`config.mk`:
```
export PLATFORM = sky130hd
export DESIGN_NAME = dtpcn_ctrl
export DESIGN_NICKNAME = d
export VERILOG_FILES = /design/src/rtl/dtpcn_pkg.sv /design/src/rtl/dtpcn_ctrl.sv
export SDC_FILE = /design/constraint.sdc
export NUM_CORES = 1
export LEC_CHECK = 0
export ABC_AREA = 1
export BUFFER_PORTS_ARGS = -buffer_cell sky130_fd_sc_hd__clkbuf_2
export CAP_MARGIN = 40
export CELL_PAD_IN_SITES_DETAIL_PLACEMENT = 1
export CELL_PAD_IN_SITES_GLOBAL_PLACEMENT = 2
export CORE_ASPECT_RATIO = 1.1
export CORE_MARGIN = 2
export CORE_UTILIZATION = 31
export DETAILED_ROUTE_END_ITERATION = 10
export PLACE_DENSITY = 0.83
export SLEW_MARGIN = 30
export SYNTH_ARGS = -nofsm -noshare
export SYNTH_HDL_FRONTEND = slang
export SYNTH_SLANG_ARGS = --single-unit
```
`constraint.sdc`:
```
create_clock -name clk -period 2.3 [get_ports clk]
set_input_delay 0.23 -clock clk [delete_from_list [all_inputs] [get_ports clk]]
set_output_delay 0.23 -clock clk [all_outputs]
set_load 0.02 [all_outputs]
```
`src/rtl/dtpcn_pkg.sv`:
```
// ----------------------------------------------------------------------------
// dtpcn_pkg
// shared types and constants of the depth to point cloud block: register
// file layout, controller commands and datapath status
// ----------------------------------------------------------------------------
package dtpcn_pkg;

  localparam int DEPTH_W   = 16;
  localparam int NFRAC     = 14;            // normal fraction bits
  localparam int MAG_W     = NFRAC + 1;     // normal magnitude, 0 .. 1.0
  localparam int CENTER_W  = 26;
  localparam int FOCAL_W   = 32;
  localparam int DIM_W     = 10;
  localparam int POS_OUT_W = 9;
  localparam int VXY_W     = 28;
  localparam int VZ_W      = 17;
  localparam int NXY_W     = 16;
  localparam int SQ_W      = 2 * DEPTH_W;     // square of a depth difference
  localparam int Q_W       = SQ_W + 1;        // sum of two squares plus four
  localparam int MUL_A_W   = 32;
  localparam int MUL_B_W   = 22;
  localparam int MUL_P_W   = MUL_A_W + MUL_B_W;
  localparam int MZ_W      = 2 * MUL_B_W;     // depth times offset
  localparam int BIT_W     = 4;
  localparam logic [MAG_W-1:0] NORM_ONE = MAG_W'(1) << NFRAC;
  localparam logic [BIT_W-1:0] BIT_TOP  = BIT_W'(NFRAC);

  // register indexes
  localparam int CFG_IDX_W = 3;
  localparam logic [CFG_IDX_W-1:0] CFG_FRAME_WIDTH    = 3'd0;
  localparam logic [CFG_IDX_W-1:0] CFG_FRAME_HEIGHT   = 3'd1;
  localparam logic [CFG_IDX_W-1:0] CFG_MIN_DEPTH      = 3'd2;
  localparam logic [CFG_IDX_W-1:0] CFG_MAX_DEPTH      = 3'd3;
  localparam logic [CFG_IDX_W-1:0] CFG_EDGE_THRESHOLD = 3'd4;
  localparam logic [CFG_IDX_W-1:0] CFG_CENTER_X       = 3'd5;
  localparam logic [CFG_IDX_W-1:0] CFG_CENTER_Y       = 3'd6;
  localparam logic [CFG_IDX_W-1:0] CFG_INV_FOCAL      = 3'd7;

  // magnitude selects of the normal search
  localparam logic [1:0] MAG_X = 2'd0;
  localparam logic [1:0] MAG_Y = 2'd1;
  localparam logic [1:0] MAG_Z = 2'd2;

  typedef struct packed {
    logic [DIM_W-1:0]    frame_width;
    logic [DIM_W-1:0]    frame_height;
    logic [DEPTH_W-1:0]  min_depth;
    logic [DEPTH_W-1:0]  max_depth;
    logic [DEPTH_W-1:0]  edge_threshold;
    logic [CENTER_W-1:0] center_x;
    logic [CENTER_W-1:0] center_y;
    logic [FOCAL_W-1:0]  inv_focal;
  } cfg_t;

  typedef struct packed {
    logic             load;
    logic             rd0;
    logic             rd1;
    logic             rd2;
    logic             commit;
    logic             prep;
    logic             sq0;
    logic             sq1;
    logic             sq2;
    logic             t0;
    logic             t1;
    logic             t2;
    logic             t3;
    logic             p0;
    logic             p1;
    logic             p2;
    logic             p3;
    logic             emit;
    logic             sel_b;
    logic [1:0]       mag_sel;
    logic [BIT_W-1:0] bit_idx;
    logic             proj_y;
  } cmd_t;

  typedef struct packed {
    logic has_a;
    logic has_b;
    logic out_free;
  } sts_t;

endpackage

```
`src/rtl/dtpcn_ctrl.sv`:
```
// ----------------------------------------------------------------------------
// dtpcn_ctrl
// sequencer: line store access, then per result the gating, squares,
// three normal magnitude searches, two projections and the output load
// ----------------------------------------------------------------------------
module dtpcn_ctrl
  import dtpcn_pkg::*;
(
  input  logic clk,
  input  logic rst_n,
  input  logic in_valid,
  output logic in_ready,
  input  sts_t sts,
  output cmd_t cmd
);

  typedef enum logic [17:0] {
    S_IDLE = 18'b000000000000000001,
    S_RD0  = 18'b000000000000000010,
    S_RD1  = 18'b000000000000000100,
    S_RD2  = 18'b000000000000001000,
    S_WR   = 18'b000000000000010000,
    S_PREP = 18'b000000000000100000,
    S_SQ0  = 18'b000000000001000000,
    S_SQ1  = 18'b000000000010000000,
    S_SQ2  = 18'b000000000100000000,
    S_T0   = 18'b000000001000000000,
    S_T1   = 18'b000000010000000000,
    S_T2   = 18'b000000100000000000,
    S_T3   = 18'b000001000000000000,
    S_P0   = 18'b000010000000000000,
    S_P1   = 18'b000100000000000000,
    S_P2   = 18'b001000000000000000,
    S_P3   = 18'b010000000000000000,
    S_EMIT = 18'b100000000000000000
  } state_t;

  state_t           state_r, state_nxt;
  logic             sel_b_r, sel_b_nxt;
  logic [1:0]       mag_sel_r, mag_sel_nxt;
  logic [BIT_W-1:0] bit_r, bit_nxt;
  logic             proj_y_r, proj_y_nxt;

  assign in_ready = (state_r == S_IDLE);

  always_comb begin
    state_nxt   = state_r;
    sel_b_nxt   = sel_b_r;
    mag_sel_nxt = mag_sel_r;
    bit_nxt     = bit_r;
    proj_y_nxt  = proj_y_r;
    cmd         = '0;
    cmd.sel_b   = sel_b_r;
    cmd.mag_sel = mag_sel_r;
    cmd.bit_idx = bit_r;
    cmd.proj_y  = proj_y_r;
    unique case (state_r)
      S_IDLE: begin
        if (in_valid) begin
          cmd.load  = 1'b1;
          state_nxt = S_RD0;
        end
      end
      S_RD0: begin
        cmd.rd0   = 1'b1;
        state_nxt = S_RD1;
      end
      S_RD1: begin
        cmd.rd1   = 1'b1;
        state_nxt = S_RD2;
      end
      S_RD2: begin
        cmd.rd2   = 1'b1;
        state_nxt = S_WR;
      end
      S_WR: begin
        cmd.commit = 1'b1;
        sel_b_nxt  = !sts.has_a;
        if (sts.has_a || sts.has_b) state_nxt = S_PREP;
        else state_nxt = S_IDLE;
      end
      S_PREP: begin
        cmd.prep  = 1'b1;
        state_nxt = S_SQ0;
      end
      S_SQ0: begin
        cmd.sq0   = 1'b1;
        state_nxt = S_SQ1;
      end
      S_SQ1: begin
        cmd.sq1   = 1'b1;
        state_nxt = S_SQ2;
      end
      S_SQ2: begin
        cmd.sq2     = 1'b1;
        mag_sel_nxt = MAG_X;
        bit_nxt     = BIT_TOP;
        state_nxt   = S_T0;
      end
      S_T0: begin
        cmd.t0    = 1'b1;
        state_nxt = S_T1;
      end
      S_T1: begin
        cmd.t1    = 1'b1;
        state_nxt = S_T2;
      end
      S_T2: begin
        cmd.t2    = 1'b1;
        state_nxt = S_T3;
      end
      S_T3: begin
        cmd.t3 = 1'b1;
        if (bit_r != '0) begin
          bit_nxt   = bit_r - BIT_W'(1);
          state_nxt = S_T0;
        end else if (mag_sel_r == MAG_Z) begin
          proj_y_nxt = 1'b0;
          state_nxt  = S_P0;
        end else begin
          mag_sel_nxt = mag_sel_r + 2'd1;
          bit_nxt     = BIT_TOP;
          state_nxt   = S_T0;
        end
      end
      S_P0: begin
        cmd.p0    = 1'b1;
        state_nxt = S_P1;
      end
      S_P1: begin
        cmd.p1    = 1'b1;
        state_nxt = S_P2;
      end
      S_P2: begin
        cmd.p2    = 1'b1;
        state_nxt = S_P3;
      end
      S_P3: begin
        cmd.p3 = 1'b1;
        if (!proj_y_r) begin
          proj_y_nxt = 1'b1;
          state_nxt  = S_P0;
        end else begin
          state_nxt = S_EMIT;
        end
      end
      S_EMIT: begin
        if (sts.out_free) begin
          cmd.emit = 1'b1;
          if (!sel_b_r && sts.has_b) begin
            sel_b_nxt = 1'b1;
            state_nxt = S_PREP;
          end else begin
            state_nxt = S_IDLE;
          end
        end
      end
      default: state_nxt = S_IDLE;
    endcase
  end

  always_ff @(posedge clk) begin
    if (!rst_n) begin
      state_r   <= S_IDLE;
      sel_b_r   <= 1'b0;
      mag_sel_r <= MAG_X;
      bit_r     <= '0;
      proj_y_r  <= 1'b0;
    end else begin
      state_r   <= state_nxt;
      sel_b_r   <= sel_b_nxt;
      mag_sel_r <= mag_sel_nxt;
      bit_r     <= bit_nxt;
      proj_y_r  <= proj_y_nxt;
    end
  end

endmodule

```
==> key figures, run 1 <==
STA
  • TNS Setup: 0 ns
  • Max-slew headroom: 73.7%
  • Final min period: 1.98 ns
  • Final period utilization: 86.0%
  • Fmax: 505 MHz
  • Clk_skew: 0.00244 ns
  • Finish-stage setup viols: 0
  • Pins over their slew limit: 0
  • Final Hold Fails: 0
  • Unrepaired setup endpoints after global routing: false
  • Worst-margin pin slew: 0.395 ns
  • Worst hold slack: 0.136 ns

Route
  • Routed via count: 1561
  • Final wirelength: 4190 um
  • Vias per Instance: 4.34
  • DRT iter0 DRCs: 18
  • Wire per inst: 11.6 um
  • # DRC: 0
  • First-pass DRT Iterations: 4
  • Routed Antenna Nets: 0

Layout
  • Area Overhead vs Synth: 15.0%
  • Nets: 295
  • Share of cells above drive strength 1: 28.8%
  • Most frequent cells in the layout: 47 x inv_1, 44 x nor2_1, 39 x nand2_1
  • Commonest non-fill, non-tap cell in the layout: inv_1
  • # fillers: 721
  • Fin util: 36.3%
  • Post-Layout Inst Area: 1920 sq um
  • Antenna diode count: 0

Placed design
  • DP Area: 1880 sq um
  • Port bufs: 32
  • RD Place Congestion: 0.730
  • DP HPWL: 3410 um

Run
  • Max Cap Viol: 0

Worst setup path
  • Crit Reg-Reg Startpoint: state_r[12]
  • Cell count of the worst reg-to-reg path: 10
  • Setup CP Type: flip-flop to output port
  • Crit. End Element: output port
  • CP max FO: 11
  • Setup crit start: state_r[12]
  • Reg2reg setup slack: 0.53 ns
  • Worst r2r dst: state_r[0]
  • Required time of the worst setup path: 2.07 ns
  • Crit path to: cmd[21]
  • Crit start category: flip-flop
  • Worst Path Arrival: 1.75 ns

Clocking
  • Post-CTS Hold Buffers: 0
  • Post-CTS Resized: 0
  • CTS tree: done
  • Clock root buffer: clkbuf_8
  • Num CTS Buffers: 3
  • Post-CTS setup repair buffer count: 0
  • H-tree depth: 1
  • Clk buf depth: 2
  • Clock sinks: 26
  • Clk slew on worst S/H paths: 0.09 ns
  • Clock Latency Late Sink: 0.28 ns

Synthesis
  • Post-synth ARST share: 0%
  • Syn avg cell area: 6.52 sq um
  • Synth warn: 0
  • Primary FF master, synth: dfxtp_1
  • Synthesized flop and latch total: 26
  • Number of synthesized flops with an enable pin: 0
  • Sequential share of the synthesized area: 31.2%
  • Cell variety after synth: 29
  • Post-Synthesis Cells: 256
  • Cell Area, Synth: 1670 sq um
  • Synth Net Count: 264

Status
  • Status: complete, no violations

Power
  • Lkg Pwr: 0.00106 uW
  • Cell area power density: 435 nW/um^2
  • Max IR drop VDD: 0.233 mV

Die
  • Die area: 5990 sq um
  • Row cnt: 28
  • Ports: 33
  • Overall die width: 74.0 um
  • Core area: 5290 sq um
  • Die height: 81.0 um
  • Starting Density: 31.6%

Global routing
  • Initial antenna violation count: 0
  • First-pass GRT wire length: 6930 um
  • Total GRT Usage: 15.3%
  • Largest net degree at the start of global routing: 15
  • Grt ovf: 0
  • Vias in the first global route: 1519

Hold path
  • Worst hold-check path type: input pin to flip-flop
## sequential cells by signal (all words and copies together) (netlist names)
signal,count
bit_r,4
mag_sel_r,2
proj_y_r,1
sel_b_r,1
state_r,18
## critical path: stages (launching register included)
cell and delay [ns]:
dfxtp_1 0.34, nor2_2 0.17, nand2_2 0.13, nor2_4 0.27, nand3_1 0.22, inv_1 0.16
clkbuf_2 0.18
## cells by family (layout without fill, tap and decap cells)
| kind of cell | Yosys count | count (layout) | share of synthesized area (%) |
|---|---|---|---|
| simple gates | 142 | 142 | 43.7 |
| buf+inv | 68 | 97 | 16.9 |
| flops | 26 | 26 | 31.2 |
| compound gates | 17 | 17 | 6.22 |
| fa+ha+maj | 2 | 2 | 1.50 |
| xor+xnor | 1 | 1 | 0.525 |
## how the worst min path moves through the flow
stage	slack, ns	to	cells after the start	startpoint
2_1_floorplan	0.33	sel_b_r	1	sts[2]
3_3_place_gp	0.43	sel_b_r	2	sts[2]
3_5_place_dp	0.44	sel_b_r	2	sts[2]
4_1_cts	0.13	sel_b_r	2	sts[2]
5_1_grt	0.15	sel_b_r	2	sts[2]
6_report	0.14	sel_b_r	2	sts[2]
## stage by stage
stage / power, uW / worst slack [ns] / cells
finish: 835 / 0.321 / 360
global route: 880 / 0.123 / 360
CTS: 853 / 0.295 / 360
detailed placement: 579 / 0.522 / 357
global placement: 578 / 0.574 / 357
floorplan: 551 / 0.766 / 256
## cells in the mapped netlist, types with 3 or more instances
| cell | n | area share, % |
|---|---|---|
| nand2_2 | 6 | 2.2 |
| nand3_1 | 22 | 6.6 |
| dfxtp_1 | 26 | 31 |
| inv_1 | 47 | 11 |
| inv_2 | 14 | 3.1 |
| nand3_2 | 11 | 6.6 |
| nor3_1 | 3 | 0.90 |
| nand2_1 | 39 | 8.8 |
| nor2_2 | 7 | 2.6 |
| buf_4 | 3 | 1.3 |
| nor2_1 | 44 | 9.9 |
| a211oi_1 | 3 | 1.3 |
| a21oi_1 | 9 | 2.7 |
## where the power goes
part | leakage [uW] | total (uW) | switching [uW] | internal (uW)
registers | 0.000210 | 457 | 3.35 | 454
clock network | 0.0000216 | 269 | 151 | 118
logic | 0.000832 | 108 | 77.7 | 30.5
## cell type report
cell class | instances | area [sq um] | area share, %
Clock buffer | 3 | 41.3 | 2.15
Tap cell | 75 | 93.8 | 4.89
Sequential cell | 26 | 520 | 27.1
Timing Repair Buffer | 33 | 168 | 8.74
Multi-Input combinational cell | 162 | 867 | 45.2
Inverter | 61 | 229 | 11.9
## metal layers
metal	vias up	global-route usage (%)	routed length [um]
met5	-	0	0
met4	0	6.00	70
met3	5	1.86	89
met2	20	27.1	2100
met1	706	18.6	1930
li1	830	-	-
Power figures use the tool's default switching activity.
==> run 2, diff against run 1 <==
Settings changed: ABC_AREA 1 to default, CORE_UTILIZATION 31 to 32, PLACE_DENSITY 0.83 to 0.78.
Clock period 2.3 ns to 2.2 ns, I/O delays scaled along.
==> key figures, run 2 <==
Die
  • Die height: 77.7 um (was 81.0 um)
  • Starting Density: 33.7% (was 31.6%)
  • Ports: 33 (unchanged)
  • Core area: 4680 sq um (was 5290 sq um)
  • Overall die width: 71.0 um (was 74.0 um)
  • Die area: 5510 sq um (was 5990 sq um)
  • Row cnt: 26 (was 28)

Worst setup path
  • Buffers & Inverters on Critical Path: 2 (unchanged)
  • Setup CP Type: flip-flop to output port (unchanged)
  • Crit path to: cmd[10] (was cmd[21])
  • Required time of the worst setup path: 1.98 ns (was 2.07 ns)
  • Setup crit start: state_r[7] (was state_r[12])
  • Crit. End Element: output port (unchanged)
  • CP dominant cell by count: buf_4
  • Worst Path Arrival: 1.97 ns (was 1.75 ns)
  • Slowest stage cell, crit path: dfxtp_4 (was dfxtp_1)
  • Worst r2r dst: bit_r[2] (was state_r[0])
  • Reg2reg setup slack: 0.14 ns (was 0.53 ns)
  • Crit Reg-Reg Startpoint: bit_r[0] (was state_r[12])
  • Crit path largest cell delay: 0.38 ns (was 0.34 ns)
  • CP max FO: 7 (was 11)
  • Cell count of the worst reg-to-reg path: 6 (was 10)
  • Delay-heaviest family, CP: simple AND/OR/NAND/NOR gates (unchanged)
  • CP cell instances: nor4_4, buf_4, nand4_1, or3_4, nor3b_2, buf_4 (was nor2_2, nand2_2, nor2_4, nand3_1, inv_1, clkbuf_2)
  • Levels on crit path: 6 (unchanged)
  • Crit start category: flip-flop (unchanged)

Hold path
  • Worst hold-check path type: input pin to flip-flop (unchanged)

Route
  • # DRC: 0 (unchanged)
  • Routed via count: 1621 (was 1561)
  • Routed Antenna Nets: 0 (unchanged)
  • DRT iter0 DRCs: 25 (was 18)
  • Final wirelength: 5170 um (was 4190 um)
  • First-pass DRT Iterations: 4 (unchanged)
  • Wire per inst: 17.8 um (was 11.6 um)
  • Vias per Instance: 5.57 (was 4.34)

Global routing
  • Vias in the first global route: 1707 (was 1519)
  • First-pass GRT wire length: 8070 um (was 6930 um)
  • Largest net degree at the start of global routing: 15 (unchanged)
  • Total GRT Usage: 18.3% (was 15.3%)
  • Initial antenna violation count: 0 (unchanged)
  • Grt ovf: 0 (unchanged)

Layout
  • Most frequent cells in the layout: 33 x buf_4, 21 x clkbuf_2, 14 x nor2_1 (was 47 x inv_1, 44 x nor2_1, 39 x nand2_1)
  • Commonest non-fill, non-tap cell in the layout: buf_4 (was inv_1)
  • Share of cells above drive strength 1: 43.8% (was 28.8%)
  • Nets: 244 (was 295)
  • Top reg by flops: state_r (unchanged)
  • Area Overhead vs Synth: 37.6% (was 15.0%)
  • Max reg flops: 18 (unchanged)
  • Largest regs: state_r (18), bit_r (4), mag_sel_r (2) (unchanged)
  • # fillers: 567 (was 721)
  • Antenna diode count: 0 (unchanged)

Power
  • Psw: 254 uW (was 232 uW)
  • Flop pwr share: 50.0% (was 54.8%)
  • Tot Pwr: 947 uW (was 835 uW)
  • Clock power frac: 35.3% (was 32.2%)
  • Cell area power density: 436 nW/um^2 (was 435 nW/um^2)
  • Int Pwr: 693 uW (was 602 uW)
  • Lkg Pwr: 0.000930 uW (was 0.00106 uW)
  • Combinational power share: 14.7% (was 13.0%)
  • Switch share: 26.9% (was 27.8%)
  • Max IR drop VDD: 0.296 mV (was 0.233 mV)

STA
  • TNS Setup: 0 ns (unchanged)
  • Fmax: 457 MHz
  • Clk_skew: 0.00610 ns (was 0.00244 ns)
  • Worst-margin pin slew: 0.718 ns (was 0.395 ns)
  • Unrepaired setup endpoints after global routing: true (was false)
  • Worst hold slack: 0.216 ns (was 0.136 ns)
  • Final Hold Fails: 0 (unchanged)
  • Max-slew headroom: 51.5% (was 73.7%)
  • Pins over their slew limit: 0 (unchanged)
  • Final period utilization: 99.4%
  • Finish-stage setup viols: 0 (unchanged)
  • Final worst setup slack: 0.0136 ns (was 0.321 ns)
  • Final min period: 2.19 ns

Clocking
  • Clock Latency Late Sink: 0.28 ns (about the same)
  • Clk slew on worst S/H paths: 0.10 ns (was 0.09 ns)
  • Clock root buffer: clkbuf_8 (unchanged)
  • H-tree depth: 1 (unchanged)
  • CTS tree: done (unchanged)
  • Num CTS Buffers: 3 (unchanged)
  • Clock sinks: 26 (unchanged)
  • Clk buf depth: 2 (unchanged)
  • Post-CTS Hold Buffers: 0 (unchanged)

Synthesis
  • Primary FF master, synth: dfxtp_1 (unchanged)
  • Yosys top cell by area: dfxtp_1 (unchanged)
  • Sequential share of the synthesized area: 33.0% (was 31.2%)
  • Largest cells by area after synthesis: dfxtp_1 33%, nor3b_1 6.2%, nor4_4 4.0% (was dfxtp_1 31%, inv_1 11%, nor2_1 9.9%)
  • Most instantiated library cell after synthesis: dfxtp_1 (was inv_1)
  • Synth warn: 0 (unchanged)
  • Cell variety after synth: 48 (was 29)
  • Top-area cell type share of the netlist area: 33.0% (was 31.2%)
  • Commonest cells in the netlist: 26 x dfxtp_1, 14 x nor2_1, 13 x nor3b_1 (was 47 x inv_1, 44 x nor2_1, 39 x nand2_1)
  • Post-synth ARST share: 0% (unchanged)
  • Post-Synthesis Cells: 180 (was 256)
  • Syn avg cell area: 8.77 sq um (was 6.52 sq um)
  • Synthesized flop and latch total: 26 (unchanged)
  • Synth Net Count: 188 (was 264)
  • Number of synthesized flops with an enable pin: 0 (unchanged)
  • Cell Area, Synth: 1580 sq um (was 1670 sq um)

Placed design
  • RD Place Congestion: 0.797 (was 0.730)
  • Setup slack at placement: 0.147 ns (was 0.522 ns)
  • DP HPWL: 3830 um (was 3410 um)
  • Port bufs: 32 (unchanged)

Run
  • Max Cap Viol: 0 (unchanged)

Status
  • Status: complete, no violations (unchanged)
[run 2: cell types whose count changed after synthesis, moves of 6 or more]
cell     change
inv_1       -37
inv_2       -13
nand2_1     -31
nand2_2      -6
nand3_1     -19
nand3_2     -11
nor2_1      -30
nor2_2       -7
nor3b_1     +13
nor4b_1      +6
[run 2: area by class of cell]
class / count / area (sq um) / share of cell area (%)
Tap cell: 56 / 70.1 / 3.23
Timing Repair Buffer: 60 / 420 / 19.4
Sequential cell: 26 / 554 / 25.5
Multi-Input combinational cell: 134 / 1030 / 47.5
Clock buffer: 4 / 55.1 / 2.53
Inverter: 11 / 41.3 / 1.90
[run 2: worst min path at each step]
stage                      start           end  slack (ns)  cells past startpoint
floorplan                  rst_n  mag_sel_r[1]        0.34                      1
global placement    mag_sel_r[0]  mag_sel_r[0]        0.47                      2
detailed placement  mag_sel_r[0]  mag_sel_r[0]        0.49                      2
CTS                     in_valid    state_r[1]        0.23                      2
global route            in_valid    state_r[1]        0.23                      2
finish                  in_valid    state_r[1]        0.22                      2
[run 2: power groups by stage]
stage | combinational (uW) | sequential [uW] | clock [uW]
after floorplan | 66.3 | 492 | 0
after detailed placement | 109 | 494 | 0
after CTS | 124 | 480 | 335
after global placement | 103 | 493 | 0
after global routing | 150 | 475 | 357
final | 139 | 474 | 334
[run 2: per-layer routing]
| layer | vias to the layer above | part of all wire, % | GRT usage, % |
|---|---|---|---|
| met5 | - | 0 | 0 |
| met4 | 0 | 2.2 | 6.98 |
| met3 | 10 | 2.3 | 2.08 |
| met2 | 31 | 53 | 35.0 |
| met1 | 804 | 42 | 20.2 |
| li1 | 776 | - | - |
[run 2: timing repair]
action,CTS,global route
buffers inserted,7,13
gates resized for setup,16,48
pin swaps,5,8
setup endpoints to repair,9,13
[run 2: logic make-up after synthesis]
family	share of synthesized area, %
adder cells (fa/ha/maj)	1.58
flip-flops	33.0
AO/OA/AOI/OAI	12.3
buffers and inverters	6.34
XOR/XNOR	2.22
AND/OR/NAND/NOR	44.6
[run 2: stage by stage]
stage               cells  utilization, %  area, sq um
detailed placement    267            38.8         1820
CTS                   278            42.1         1970
global placement      267            38.8         1820
global route          291            46.4         2170
finish                291            46.4         2170
floorplan             180               -         1580
[run 2: worst register-to-register path: cells and delay by family (launching register included)]
family          cells  cell delay (ns)
compound gates      1             0.30
buf+inv             1             0.10
flops               1             0.36
simple gates        3             1.01
fa+ha+maj           1             0.19
